[config.mk]
export PLATFORM = sky130hd
export DESIGN_NAME = software_alarm_timer_bank
export DESIGN_NICKNAME = d
export VERILOG_FILES = /design/src/hdl/satb_pkg.sv /design/src/hdl/software_alarm_timer_bank.sv /design/src/hdl/satb_ctrl.sv /design/src/hdl/satb_datapath.sv
export SDC_FILE = /design/constraint.sdc
export NUM_CORES = 2
export LEC_CHECK = 0
export ABC_CLOCK_PERIOD_IN_PS = 14000
export BUFFER_PORTS_ARGS = -buffer_cell sky130_fd_sc_hd__buf_2
export CAP_MARGIN = 15
export CORE_MARGIN = 3
export CORE_UTILIZATION = 40
export DETAILED_ROUTE_END_ITERATION = 8
export GPL_TIMING_DRIVEN = 1
export SLEW_MARGIN = 0
export SYNTH_ARGS = -nofsm -noshare
export SYNTH_HDL_FRONTEND = slang
export SYNTH_SLANG_ARGS = --single-unit
[constraint.sdc]
create_clock -name clk -period 14 [get_ports clk]
set_input_delay 0.7 -clock clk [delete_from_list [all_inputs] [get_ports clk]]
set_output_delay 0.7 -clock clk [all_outputs]
set_load 0.005 [all_outputs]
[src/hdl/satb_pkg.sv]
// shared types and constants for the alarm timer bank
// no dependencies; used by satb_ctrl, satb_datapath and software_alarm_timer_bank
package satb_pkg;

    localparam int OPCODE_W = 3;
    localparam int INDEX_W  = 4;
    localparam int PERIOD_W = 31;
    localparam int AMODE_W  = 2;
    localparam int TIME_W   = 32;
    localparam int KIND_W   = 2;
    localparam int STATUS_W = 3;
    localparam int MINP_W   = 16;
    localparam int IDLE_W   = 2;
    localparam int CFG_IDX_W  = 2;
    localparam int CFG_DATA_W = 16;

    // command codes
    typedef enum logic [OPCODE_W-1:0] {
        OP_CREATE = 3'd0,
        OP_ARM    = 3'd1,
        OP_START  = 3'd2,
        OP_STOP   = 3'd3,
        OP_FREE   = 3'd4,
        OP_QUERY  = 3'd5,
        OP_SETPER = 3'd6,
        OP_SCAN   = 3'd7
    } opcode_t;

    // result kinds
    localparam logic [KIND_W-1:0] KIND_REPLY   = 2'd0;
    localparam logic [KIND_W-1:0] KIND_FIRE    = 2'd1;
    localparam logic [KIND_W-1:0] KIND_SUMMARY = 2'd2;

    // status codes
    localparam logic [STATUS_W-1:0] STS_OK        = 3'd0;
    localparam logic [STATUS_W-1:0] STS_NO_FREE   = 3'd1;
    localparam logic [STATUS_W-1:0] STS_SHORT     = 3'd2;
    localparam logic [STATUS_W-1:0] STS_BAD_MODE  = 3'd3;
    localparam logic [STATUS_W-1:0] STS_NOT_ALLOC = 3'd4;
    localparam logic [STATUS_W-1:0] STS_NOT_ARMED = 3'd5;

    // alarm modes
    localparam logic [AMODE_W-1:0] MODE_SINGLE = 2'd0;
    localparam logic [AMODE_W-1:0] MODE_SEMI   = 2'd1;
    localparam logic [AMODE_W-1:0] MODE_AUTO   = 2'd2;

    // configuration register indexes
    localparam logic [CFG_IDX_W-1:0] CFG_MIN_PERIOD = 2'd0;
    localparam logic [CFG_IDX_W-1:0] CFG_IDLE_SCANS = 2'd1;

    // reset values
    localparam logic [MINP_W-1:0] MIN_PERIOD_RST = 16'd10;
    localparam logic [IDLE_W-1:0] IDLE_SCANS_RST = 2'd2;
    localparam logic [IDLE_W-1:0] IDLE_CNT_MAX   = 2'd3;

    // controller to datapath
    typedef struct packed {
        logic load;
        logic exec;
        logic scan;
        logic summary;
    } dp_cmd_t;

    // datapath to controller
    typedef struct packed {
        logic in_scan;
        logic scan_end;
    } dp_stat_t;

endpackage

[src/hdl/software_alarm_timer_bank.sv]
// top level of the alarm timer bank: controller plus datapath
// depends on satb_pkg, satb_ctrl, satb_datapath
//
// usage
//  - command channel: drive opcode, timer_index, timer_period, alarm_mode and
//    now_ms and raise start; the transaction is taken at the clock edge where
//    start is high and busy is low. inputs need only be valid at that edge
//  - results come out on kind/status/result_index/is_active/current_mode/
//    idle/last, each valid for exactly one cycle while result_valid is high;
//    the receiver cannot stall, every strobed result must be captured
//  - config channel: cfg_valid/cfg_ready with cfg_index and cfg_data;
//    index 0 is the minimum period, index 1 the idle scan count, other
//    indexes are dropped. cfg_ready is always high; write only while idle
//  - a plain command gives its single reply from the exec state through the
//    result register; busy drops in the cycle the reply shows
//  - scan walks one slot per cycle over min(NUM_TIMERS,16) slots, one fire
//    result per due slot, then the summary with last set; a new command is
//    taken only after busy has dropped at the end of the scan or reply
//  - reset: all slots free, idle count zero, min period 10 ms, idle scans 2;
//    no clearing pass is needed
module software_alarm_timer_bank #(
    parameter int NUM_TIMERS = 16
) (
    input  logic                                 clk,
    input  logic                                 rst_n,
    input  logic                                 start,
    output logic                                 busy,
    input  logic [satb_pkg::OPCODE_W-1:0]        opcode,
    input  logic [satb_pkg::INDEX_W-1:0]         timer_index,
    input  logic [satb_pkg::PERIOD_W-1:0]        timer_period,
    input  logic [satb_pkg::AMODE_W-1:0]         alarm_mode,
    input  logic [satb_pkg::TIME_W-1:0]          now_ms,
    input  logic                                 cfg_valid,
    output logic                                 cfg_ready,
    input  logic [satb_pkg::CFG_IDX_W-1:0]       cfg_index,
    input  logic [satb_pkg::CFG_DATA_W-1:0]      cfg_data,
    output logic                                 result_valid,
    output logic [satb_pkg::KIND_W-1:0]          kind,
    output logic [satb_pkg::STATUS_W-1:0]        status,
    output logic [satb_pkg::INDEX_W-1:0]         result_index,
    output logic                                 is_active,
    output logic [satb_pkg::AMODE_W-1:0]         current_mode,
    output logic                                 idle,
    output logic                                 last
);
    import satb_pkg::*;

    // only the first sixteen slots are addressable
    localparam int BANK   = (NUM_TIMERS < 16) ? NUM_TIMERS : 16;
    localparam int SLOT_W = (BANK > 1) ? $clog2(BANK) : 1;

    dp_cmd_t  cmd;
    dp_stat_t stat;

    // config writes are always taken
    assign cfg_ready = 1'b1;

    satb_ctrl u_ctrl (
        .clk   (clk),
        .rst_n (rst_n),
        .start (start),
        .stat  (stat),
        .cmd   (cmd),
        .busy  (busy)
    );

    satb_datapath #(
        .BANK   (BANK),
        .SLOT_W (SLOT_W)
    ) u_datapath (
        .clk          (clk),
        .rst_n        (rst_n),
        .cmd          (cmd),
        .stat         (stat),
        .opcode       (opcode),
        .timer_index  (timer_index),
        .timer_period (timer_period),
        .alarm_mode   (alarm_mode),
        .now_ms       (now_ms),
        .cfg_we       (cfg_valid && cfg_ready),
        .cfg_index    (cfg_index),
        .cfg_data     (cfg_data),
        .result_valid (result_valid),
        .kind         (kind),
        .status       (status),
        .result_index (result_index),
        .is_active    (is_active),
        .current_mode (current_mode),
        .idle         (idle),
        .last         (last)
    );

`ifndef ASSERT_OFF
    // the bank goes free exactly when the closing result of a transaction shows
    a_free_on_last: assert property (@(posedge clk) disable iff (!rst_n)
        $fell(busy) |-> (result_valid && last))
        else $error("busy dropped without a final result");

    // results only come out of a transaction in progress
    a_result_in_txn: assert property (@(posedge clk) disable iff (!rst_n)
        result_valid |-> $past(busy))
        else $error("result strobe outside a transaction");

    // a fire result is never the final one of its scan
    a_fire_not_last: assert property (@(posedge clk) disable iff (!rst_n)
        (result_valid && (kind == KIND_FIRE)) |-> (!last && busy))
        else $error("fire result marked last or after scan end");
`endif

endmodule

[src/hdl/satb_ctrl.sv]
// sequencing state machine for the alarm timer bank
// depends on satb_pkg (dp_cmd_t, dp_stat_t)
module satb_ctrl (
    input  logic                clk,
    input  logic                rst_n,
    input  logic                start,
    input  satb_pkg::dp_stat_t  stat,
    output satb_pkg::dp_cmd_t   cmd,
    output logic                busy
);
    import satb_pkg::*;

    typedef enum logic [1:0] {
        ST_IDLE,
        ST_EXEC,
        ST_SCAN,
        ST_SUMMARY
    } state_t;

    state_t state_reg;
    logic   busy_reg;

    always_ff @(posedge clk or negedge rst_n)
    begin
        if (!rst_n)
        begin
            state_reg <= ST_IDLE;
            busy_reg  <= 1'b0;
        end
        else
        begin
            case (state_reg)
                ST_IDLE:
                begin
                    if (start)
                    begin
                        state_reg <= stat.in_scan ? ST_SCAN : ST_EXEC;
                        busy_reg  <= 1'b1;
                    end
                end
                ST_EXEC:
                begin
                    state_reg <= ST_IDLE;
                    busy_reg  <= 1'b0;
                end
                ST_SCAN:
                begin
                    if (stat.scan_end)
                        state_reg <= ST_SUMMARY;
                end
                ST_SUMMARY:
                begin
                    state_reg <= ST_IDLE;
                    busy_reg  <= 1'b0;
                end
                default:
                begin
                    state_reg <= ST_IDLE;
                    busy_reg  <= 1'b0;
                end
            endcase
        end
    end

    always_comb
    begin
        cmd.load    = (state_reg == ST_IDLE) && start;
        cmd.exec    = (state_reg == ST_EXEC);
        cmd.scan    = (state_reg == ST_SCAN);
        cmd.summary = (state_reg == ST_SUMMARY);
    end

    assign busy = busy_reg;

endmodule

[src/hdl/satb_datapath.sv]
// slot storage, command evaluation, scan step and result register
// depends on satb_pkg (codes, widths, dp_cmd_t, dp_stat_t)
module satb_datapath #(
    parameter int BANK   = 16,
    parameter int SLOT_W = 4
) (
    input  logic                                 clk,
    input  logic                                 rst_n,
    input  satb_pkg::dp_cmd_t                    cmd,
    output satb_pkg::dp_stat_t                   stat,
    input  logic [satb_pkg::OPCODE_W-1:0]        opcode,
    input  logic [satb_pkg::INDEX_W-1:0]         timer_index,
    input  logic [satb_pkg::PERIOD_W-1:0]        timer_period,
    input  logic [satb_pkg::AMODE_W-1:0]         alarm_mode,
    input  logic [satb_pkg::TIME_W-1:0]          now_ms,
    input  logic                                 cfg_we,
    input  logic [satb_pkg::CFG_IDX_W-1:0]       cfg_index,
    input  logic [satb_pkg::CFG_DATA_W-1:0]      cfg_data,
    output logic                                 result_valid,
    output logic [satb_pkg::KIND_W-1:0]          kind,
    output logic [satb_pkg::STATUS_W-1:0]        status,
    output logic [satb_pkg::INDEX_W-1:0]         result_index,
    output logic                                 is_active,
    output logic [satb_pkg::AMODE_W-1:0]         current_mode,
    output logic                                 idle,
    output logic                                 last
);
    import satb_pkg::*;

    // latched command
    opcode_t             op_reg;
    logic [INDEX_W-1:0]  idx_reg;
    logic [PERIOD_W-1:0] per_in_reg;
    logic [AMODE_W-1:0]  mode_in_reg;
    logic [TIME_W-1:0]   now_reg;

    // configuration
    logic [MINP_W-1:0] min_period_reg, min_period_next;
    logic [IDLE_W-1:0] idle_scans_reg, idle_scans_next;

    // slot state
    logic [BANK-1:0] used_reg, used_next;
    logic [BANK-1:0] armed_reg, armed_next;
    logic [BANK-1:0] running_reg, running_next;
    logic [AMODE_W-1:0]  mode_mem   [BANK];
    logic [PERIOD_W-1:0] period_mem [BANK];
    logic [TIME_W-1:0]   fire_mem   [BANK];

    // scan state
    logic [SLOT_W-1:0] scan_cnt_reg, scan_cnt_next;
    logic              any_reg, any_next;
    logic [IDLE_W-1:0] idle_cnt_reg, idle_cnt_next;

    // result register
    logic                valid_reg, valid_next;
    logic [KIND_W-1:0]   kind_reg, kind_next;
    logic [STATUS_W-1:0] status_reg, status_next;
    logic [INDEX_W-1:0]  index_reg, index_next;
    logic                active_reg, active_next;
    logic [AMODE_W-1:0]  cmode_reg, cmode_next;
    logic                idle_reg, idle_next;
    logic                last_reg, last_next;

    // storage write port
    logic              mode_we, per_we, fire_we;
    logic [SLOT_W-1:0] wr_slot;

    logic [SLOT_W-1:0]   cmd_slot;
    logic [SLOT_W-1:0]   rd_slot;
    logic                in_range;
    logic                slot_valid;
    logic                too_short;
    logic                free_found;
    logic [SLOT_W-1:0]   free_idx;
    logic [TIME_W-1:0]   elapsed;
    logic                live;
    logic                due;
    logic [AMODE_W-1:0]  mode_rd_reg;
    logic [PERIOD_W-1:0] period_rd_reg;
    logic [TIME_W-1:0]   fire_rd_reg;

    assign cmd_slot   = idx_reg[SLOT_W-1:0];
    assign in_range   = {1'b0, idx_reg} < (INDEX_W+1)'(BANK);
    assign slot_valid = in_range && used_reg[cmd_slot];
    assign too_short  = per_in_reg < PERIOD_W'(min_period_reg);

    // registered read: addressed slot at accept (slot 0 for a scan),
    // then the slot after the one under scan
    assign rd_slot = cmd.load ? (stat.in_scan ? '0 : timer_index[SLOT_W-1:0])
                              : scan_cnt_reg + SLOT_W'(1);

    // wrap-around elapsed time of the slot under scan
    assign elapsed = now_reg - fire_rd_reg;
    assign live    = used_reg[scan_cnt_reg] && running_reg[scan_cnt_reg]
                     && armed_reg[scan_cnt_reg];
    assign due     = live && (elapsed >= {1'b0, period_rd_reg});

    // lowest free slot
    always_comb
    begin
        free_found = 1'b0;
        free_idx   = '0;
        for (int i = BANK - 1; i >= 0; i--)
        begin
            if (!used_reg[i])
            begin
                free_found = 1'b1;
                free_idx   = SLOT_W'(i);
            end
        end
    end

    always_comb
    begin
        used_next       = used_reg;
        armed_next      = armed_reg;
        running_next    = running_reg;
        scan_cnt_next   = scan_cnt_reg;
        any_next        = any_reg;
        idle_cnt_next   = idle_cnt_reg;
        min_period_next = min_period_reg;
        idle_scans_next = idle_scans_reg;
        mode_we         = 1'b0;
        per_we          = 1'b0;
        fire_we         = 1'b0;
        wr_slot         = cmd_slot;
        valid_next      = 1'b0;
        kind_next       = KIND_REPLY;
        status_next     = STS_OK;
        index_next      = '0;
        active_next     = 1'b0;
        cmode_next      = '0;
        idle_next       = 1'b0;
        last_next       = 1'b0;

        if (cfg_we)
        begin
            case (cfg_index)
                CFG_MIN_PERIOD: min_period_next = cfg_data;
                CFG_IDLE_SCANS: idle_scans_next = cfg_data[IDLE_W-1:0];
                default: ;
            endcase
        end

        if (cmd.load)
        begin
            scan_cnt_next = '0;
            any_next      = 1'b0;
        end

        if (cmd.exec)
        begin
            valid_next = 1'b1;
            last_next  = 1'b1;
            case (op_reg)
                OP_CREATE:
                begin
                    if (free_found)
                    begin
                        used_next[free_idx]    = 1'b1;
                        armed_next[free_idx]   = 1'b0;
                        running_next[free_idx] = 1'b0;
                        index_next             = INDEX_W'(free_idx);
                    end
                    else
                        status_next = STS_NO_FREE;
                end
                OP_ARM:
                begin
                    if (too_short)
                        status_next = STS_SHORT;
                    else if (mode_in_reg > MODE_AUTO)
                        status_next = STS_BAD_MODE;
                    else if (!slot_valid)
                        status_next = STS_NOT_ALLOC;
                    else
                    begin
                        armed_next[cmd_slot]   = 1'b1;
                        running_next[cmd_slot] = 1'b1;
                        mode_we = 1'b1;
                        per_we  = 1'b1;
                        fire_we = 1'b1;
                    end
                end
                OP_START:
                begin
                    if (!slot_valid)
                        status_next = STS_NOT_ALLOC;
                    else if (!armed_reg[cmd_slot])
                        status_next = STS_NOT_ARMED;
                    else
                    begin
                        running_next[cmd_slot] = 1'b1;
                        fire_we = 1'b1;
                    end
                end
                OP_STOP:
                begin
                    if (!slot_valid)
                        status_next = STS_NOT_ALLOC;
                    else
                        running_next[cmd_slot] = 1'b0;
                end
                OP_FREE:
                begin
                    if (!slot_valid)
                        status_next = STS_NOT_ALLOC;
                    else
                    begin
                        used_next[cmd_slot]    = 1'b0;
                        armed_next[cmd_slot]   = 1'b0;
                        running_next[cmd_slot] = 1'b0;
                    end
                end
                OP_QUERY:
                begin
                    if (!slot_valid)
                        status_next = STS_NOT_ALLOC;
                    else if (!armed_reg[cmd_slot])
                        status_next = STS_NOT_ARMED;
                    else
                    begin
                        active_next = running_reg[cmd_slot];
                        cmode_next  = mode_rd_reg;
                    end
                end
                OP_SETPER:
                begin
                    if (too_short)
                        status_next = STS_SHORT;
                    else if (!slot_valid)
                        status_next = STS_NOT_ALLOC;
                    else
                        per_we = 1'b1;
                end
                default: ;
            endcase
        end

        // one slot per cycle
        if (cmd.scan)
        begin
            wr_slot       = scan_cnt_reg;
            scan_cnt_next = scan_cnt_reg + SLOT_W'(1);
            any_next      = any_reg || live;
            if (due)
            begin
                valid_next = 1'b1;
                kind_next  = KIND_FIRE;
                index_next = INDEX_W'(scan_cnt_reg);
                fire_we    = 1'b1;
                if (mode_rd_reg != MODE_AUTO)
                    running_next[scan_cnt_reg] = 1'b0;
            end
        end

        if (cmd.summary)
        begin
            if (any_reg)
                idle_cnt_next = '0;
            else if (idle_cnt_reg < IDLE_CNT_MAX)
                idle_cnt_next = idle_cnt_reg + IDLE_W'(1);
            valid_next = 1'b1;
            kind_next  = KIND_SUMMARY;
            last_next  = 1'b1;
            idle_next  = !any_reg && (idle_cnt_next >= idle_scans_reg);
        end
    end

    always_ff @(posedge clk or negedge rst_n)
    begin
        if (!rst_n)
        begin
            used_reg       <= '0;
            armed_reg      <= '0;
            running_reg    <= '0;
            scan_cnt_reg   <= '0;
            any_reg        <= 1'b0;
            idle_cnt_reg   <= '0;
            min_period_reg <= MIN_PERIOD_RST;
            idle_scans_reg <= IDLE_SCANS_RST;
            valid_reg      <= 1'b0;
        end
        else
        begin
            used_reg       <= used_next;
            armed_reg      <= armed_next;
            running_reg    <= running_next;
            scan_cnt_reg   <= scan_cnt_next;
            any_reg        <= any_next;
            idle_cnt_reg   <= idle_cnt_next;
            min_period_reg <= min_period_next;
            idle_scans_reg <= idle_scans_next;
            valid_reg      <= valid_next;
        end
    end

    // payload registers, no reset
    always_ff @(posedge clk)
    begin
        if (cmd.load)
        begin
            op_reg      <= opcode_t'(opcode);
            idx_reg     <= timer_index;
            per_in_reg  <= timer_period;
            mode_in_reg <= alarm_mode;
            now_reg     <= now_ms;
        end
        kind_reg   <= kind_next;
        status_reg <= status_next;
        index_reg  <= index_next;
        active_reg <= active_next;
        cmode_reg  <= cmode_next;
        idle_reg   <= idle_next;
        last_reg   <= last_next;
    end

    // slot payload; contents only matter once arm has written them
    always_ff @(posedge clk)
    begin
        if (mode_we)
            mode_mem[wr_slot] <= mode_in_reg;
        if (per_we)
            period_mem[wr_slot] <= per_in_reg;
        if (fire_we)
            fire_mem[wr_slot] <= now_reg;
        mode_rd_reg   <= mode_mem[rd_slot];
        period_rd_reg <= period_mem[rd_slot];
        fire_rd_reg   <= fire_mem[rd_slot];
    end

    assign stat.in_scan  = (opcode == OP_SCAN);
    assign stat.scan_end = (scan_cnt_reg == SLOT_W'(BANK - 1));

    assign result_valid = valid_reg;
    assign kind         = kind_reg;
    assign status       = status_reg;
    assign result_index = index_reg;
    assign is_active    = active_reg;
    assign current_mode = cmode_reg;
    assign idle         = idle_reg;
    assign last         = last_reg;

endmodule

Yosys cells after proc, flatten, opt, wreduce, memory -nomap -nowiden:

Memories as Yosys holds them, arrays and structs flattened. A register that Yosys moved wholly into a read port is not among the register bits.
Cells that the tools add are included.
Widths: inputs -> output; s select.

* RAM bits: 1040
* memories kept: 3
* register bits after elaboration: 163
* bits of input ports: 94

* equality and inequality tests: 20
* bitwise gates (word level): 13
* reductions and logical operators: 28
* add/sub/neg operators: 3
* muxes and demuxes: 126
* $lt $le $gt $ge: 11

Memories
* u_datapath.fire_mem: words 16, width 32, read ports 1, clocked after memory_dff 1, wr ports 1, RTL line satb_datapath.sv:47 `logic [TIME_W-1:0] fire_mem [BANK];`
* u_datapath.period_mem: words 16, width 31, read ports 1, clocked after memory_dff 1, wr ports 1, RTL line satb_datapath.sv:46 `logic [PERIOD_W-1:0] period_mem [BANK];`
* u_datapath.mode_mem: words 16, width 2, read ports 1, clocked after memory_dff 1, wr ports 1, RTL line satb_datapath.sv:45 `logic [AMODE_W-1:0] mode_mem [BANK];`

Operators by type and width (number)
* $mux 16: 18
* $mux 4: 26
* $and 16x16->16: 6
* $pmux 16 s4: 1
* $mux 1: 52
* $not 16->16: 3
* $or 16x16->16: 3
* $pmux 16 s3: 1
* $ge 32x31->1: 1
* $pmux 16 s2: 1
* $sub 32x32->32: 1
* $lt 31x16->1: 1
* $bmux 1 s4: 6
* $mux 3: 6
* $lt 4x5->1 const B: 3
* $pmux 3 s5: 1
* $mux 2: 7
* $demux 1 s4: 3
* $eq 3x3->1 const B: 4
* $ge 4x1->1 const B: 3
* $logic_and 1x1->1: 8
* $ne 2x1->1 const B: 4
* $ne 2x2->1 const B: 4
* $reduce_and 2->1: 4
* 22 further kinds: 34

Logic depth before layout (Yosys ltp):

* word-level depth: 29
* mapped depth: 24
* gate-level depth less buffers: 22

Cells and area by module:

Synthesis repeated with hierarchy kept, for this count alone.

* cell total of the unflattened synthesis: 4325
* area total of the unflattened synthesis: 53138.5 µm²

By module, submodules not included
* satb_datapath: area each 52980.8 µm², cells an instance 4309, instances 1
* satb_ctrl: area each 146.4 µm², cells an instance 14, instances 1
* software_alarm_timer_bank: area each 11.3 µm², cells an instance 2, instances 1

Least setup slack after synthesis:

OpenSTA, ideal clock, no wires.

* path kind: register to register
* start: reg u_datapath.now_reg[0]
* end: mem u_datapath.fire_mem[10][0] (enable)
* path slack: 8.175 ns
* clock period less this slack: 5.825 ns
* stages on the path, launching flop included: 23
* required time: 13.579 ns
* data arrival time: 5.403 ns
* setup time: 0.421 ns
* cells stage by stage: edfxtp_1 > inv_1 > ha_1 > inv_1 > fa_1 > a211oi_1 > o21ai_0 > nand4_1 > o21ai_0 > a21bo_2 > a41oi_1 > o21ai_0 > a21oi_1 > xnor2_1 > ha_1 > nand3_1 > nor4_1 > a21o_1 > a31o_1 > buf_6 > a21oi_4 > buf_4 > nor2_1

* word-level cells in the longest chain between the ends: 7

Ends and longest elaborated chain
* from (decl): RTL line satb_datapath.sv:35 `logic [TIME_W-1:0] now_reg;`
* from (signal assigned): RTL line satb_datapath.sv:307 `now_reg <= now_ms;`
* $sub 32x32->32: RTL line satb_datapath.sv:93 `assign elapsed = now_reg - fire_rd_reg;`
* $ge 32x31->1: RTL line satb_datapath.sv:96 `assign due = live && (elapsed >= {1'b0, period_rd_reg});`
* $logic_and 1x1->1: RTL line satb_datapath.sv:96
* $mux 1: RTL line satb_datapath.sv:246 `if (due)`
* $mux 1: RTL line satb_datapath.sv:241 `if (cmd.scan)`
* $mux 1: RTL line satb_datapath.sv:325 `if (fire_we)`
* $mux 1 (not written as such): RTL line satb_datapath.sv:326 `fire_mem[wr_slot] <= now_reg;`
* to (decl): RTL line satb_datapath.sv:47

Every way passes these cells.

Worst setup path in the final report:

* start: reg u_datapath.now_reg[0]
* end: mem u_datapath.fire_mem[3][7] (enable)

Same word-level chain as after synthesis.

==> summary.md <==
| Metric | Value |
|---|---|
| Top area cells in the synthesized netlist | `edfxtp_1 63%, nand2_1 6.5%, dfrtp_1 3.5%, dfxtp_1 3.0%, a211oi_1 2.8%` |
| Initial antenna violation count | `5` |
| I/O pin total | `111` |
| Crit-path leading delay family | `compound AO/OA/AOI/OAI gates` |
| # nets final | `around 4400` |
| Async S/R FF share, synth | `6.07%` |
| R2R depth | `21` |
| Worst setup path class | `flip-flop to flip-flop` |
| Worst path cell trace | `inv_1, ha_1, inv_1, fa_1, a211oi_1, o21ai_0, nand4_1, o21ai_0, a21bo_2, a41oi_1, o21ai_0, a21oi_1, xnor2_1, ha_1, nand3_1, nor4_1, a21o_1, a31o_1, a21oi_4, nor2_4, buf_4` |
| Crit-path max FO | `32` |
| Core ar. | `130000 um2` |
| First-pass DRT Iterations | `5` |
| Largest net degree at the start of global routing | `195` |
| Mapped cell area | `52700 um2` |
| PwrDens | `176 nW/um2` |
| Finished Core Util | `45.7%` |
| Fmax | `153 MHz` |
| MaxCap Viol Count | `0` |
| Placed cells | `between 5000 and 6000` |
| Crit-path most repeated cell | `o21ai_0` |
| Total CTS buffers | `131` |
| Clk_lat worst skew | `0.76 ns` |
| First-pass GRT wire length | `207 mm` |
| Hold WC Path Type | `input pin to async pin` |
| GRT Total Usage | `20.2%` |
| Layout Skew | `0.0289 ns` |
| Port buffer count | `109` |
| Final wirelength | `around 140 mm` |
| Sw Ratio | `31.7%` |
| Max-slew violations | `0` |
| Post-cts hold buffer count | `0` |
| Final Hold Fails | `0` |
| CTS tree | `yes` |
| Psw | `3.33 mW` |
| Share of cells above drive strength 1 | `10.2%` |
| Area Overhead vs Synth | `12.8%` |
| Fin cells | `6039` |
| Largest area contributor in the netlist | `edfxtp_1` |
| Vias | `around 33000` |
| Regs by FF count | `u_datapath.fire_mem: 512 flops, u_datapath.period_mem: 496 flops` |
| Crit path time final | `~6.6 ns` |
| Internal Power | `7.16 mW` |
| CTS max path bufs | `3` |
| Resize count post-CTS | `0` |
| Distinct cells, synth | `between 60 and 70` |
| Maximum VDD drop | `0.209 mV` |
| Die footprint | `between 100000 and 150000 um2` |
| Number of flops mapped to enable cells by yosys | `1112` |
| Area occupied by multi-input gates | `~15000 um2` |
| Clock Sinks | `1268` |
| Initial Util | `40.5%` |
| Status | `complete, no violations` |
| H-tree depth | `4` |
| Number of synthesized register bits | `1268` |
| Commonest non-fill, non-tap cell in the layout | `edfxtp_1` |
| Most flops, register | `u_datapath.fire_mem` |
| Leakage | `approximately 21 nW` |
| Yosys warns | `0` |
| Worst path depth | `21` |
| Hold slack | `about 0.12 ns` |
| Syn nets | `around 4300` |
| Gpl congestion | `0.884` |
| Synthesized area per cell | `12.8 um2` |
| Delay of the slowest critical-path stage | `0.64 ns` |
| Postcts setup bufs | `0` |
| CP Launch Type | `flip-flop` |
| Endpoint type of the worst setup path | `flip-flop` |
| Syn Inst Count | `4127` |
| Comb pwr share | `25.6%` |
| WL/cell | `approximately 23 um` |
| Max FFs per register | `512` |
| Final ANT Viol Nets | `0` |
| Critical Path RT | `14.38 ns` |
| Vias per cell | `5.52` |
| Total area of sequential cells | `36900 um2` |
| Die H | `369 um` |
| Die W | `about 370 um` |
| # setup viols final | `0` |
| Max stage delay cell, worst path | `a31o_1` |
| Sum Neg Setup Slack | `0 ns` |
| Max_slew headroom | `22.9%` |
| Prevailing post-synth register cell | `edfxtp_1` |
| DRC violations left | `0` |
| Crit path DAT | `6.94 ns` |
| Clock root cell | `clkbuf_16` |
| Critical path buffer and inverter count | `3` |
| Fill count | `between 10000 and 15000` |
| DR iter-0 viols | `around 3200` |
| Most frequent cells in the layout | `1112 x edfxtp_1, 914 x nand2_1, 207 x and3_1` |
| Clk pin slew, worst setup/hold paths | `about 0.060 ns` |
| Worst Tran Pin Value | `1.16 ns` |
| Clock power frac | `31.9%` |
| Seq/Total Area, Yosys | `between 60% and 70%` |
| Top-area cell type share of the netlist area | `63.3%` |
| FP Rows | `132` |
| Vias in the first global route | `32532` |
| GR Overflow Total | `0` |
| Sequential fraction of design power | `42.5%` |
| Dpl hpwl | `76.2 mm` |
| RSZ-0062 raised after global routing | `false` |
| Period utilisation layout | `46.8%` |
[per-layer routing]
metal  GRT usage (%)  wire (um)  part of all wire (%)  vias up
met1            28.2      61300                    44    16540
met2            32.2      64900                    47     1184
met4            7.06       4120                   3.0        8
met5               0         48                 0.035        -
li1                -          -                     -    15409
met3            3.08       8750                   6.3      223
[stage by stage]
step	cell area (um2)	total power [mW]	setup WS [ns]
2_1_floorplan	52700	6.38	8.18
3_3_place_gp	55300	7.20	7.55
3_5_place_dp	55400	7.22	7.46
4_1_cts	59500	10.6	7.41
5_1_grt	59500	11.0	6.81
6_report	59500	10.5	7.44
[power by group through the flow]
| stage | clock network, mW | logic [mW] | registers [mW] |
|---|---|---|---|
| global placement | 0 | 2.67 | 4.53 |
| global route | 3.56 | 2.98 | 4.47 |
| finish | 3.35 | 2.69 | 4.46 |
| CTS | 3.41 | 2.70 | 4.45 |
| floorplan | 0 | 1.94 | 4.44 |
| detailed placement | 0 | 2.69 | 4.53 |
[final timing paths]
kind                                                               start                                        end  slack [ns]
worst max-delay path                     u_datapath.now_reg[0]$_DFFE_PP_        u_datapath.fire_mem[3][7]$_DFFE_PP_        7.44
worst min-delay path                                               rst_n         u_datapath.used_reg[5]$_DFFE_PN0P_        0.12
worst max register to register           u_datapath.now_reg[0]$_DFFE_PP_        u_datapath.fire_mem[3][7]$_DFFE_PP_        7.44
worst min register to register  u_datapath.min_period_reg[0]$_DFFE_PN0P_   u_datapath.min_period_reg[0]$_DFFE_PN0P_        0.50
max in group asynchronous                                          rst_n  u_datapath.min_period_reg[15]$_DFFE_PN0P_       13.20
min in group clk                                           alarm_mode[1]        u_datapath.mode_in_reg[1]$_DFFE_PP_        0.12
[layout make-up]
| cell class | count | share of cell area, % |
|---|---|---|
| tap | 1742 | 3.66 |
| multi-input combinational | 2511 | 24.8 |
| sequential | 1268 | 62.0 |
| clock buffer | 180 | 6.13 |
| antenna | 1 | 0.00421 |
| timing repair buffer | 179 | 1.92 |
| clock inverter | 60 | 0.833 |
| inverter | 98 | 0.622 |
[cells in the mapped netlist, types with 21 or more instances]
library cell  number
mux2i_1          135
nand2_1          914
a21oi_1          187
a21o_1            24
dfrtp_1           74
and3_1           207
a31oi_1          170
o21ai_0           67
inv_1             95
buf_2             38
o22ai_1           21
nor2_1           113
edfxtp_1        1112
clkbuf_1         193
xnor2_1           24
ha_1              83
a211oi_1         199
dfxtp_1           79
nand3_1          160
[cell families (layout without fill, tap and decap cells)]
logic type                 count (synthesis)  after routing  synth area share (%)
other                                      1              2               0.00711
DFF                                     1268           1268                  70.0
muxes                                    158            158                  3.42
AOI/OAI and AO/OA                        743            743                  8.99
buffers and inverters                    348            517                  2.62
xor gates and xnor gates                  33             33                 0.548
adders and majority gates                 84             84                  2.01
and+or+nand+nor                         1492           1492                  12.4
(Power assumes the default switching activity.)
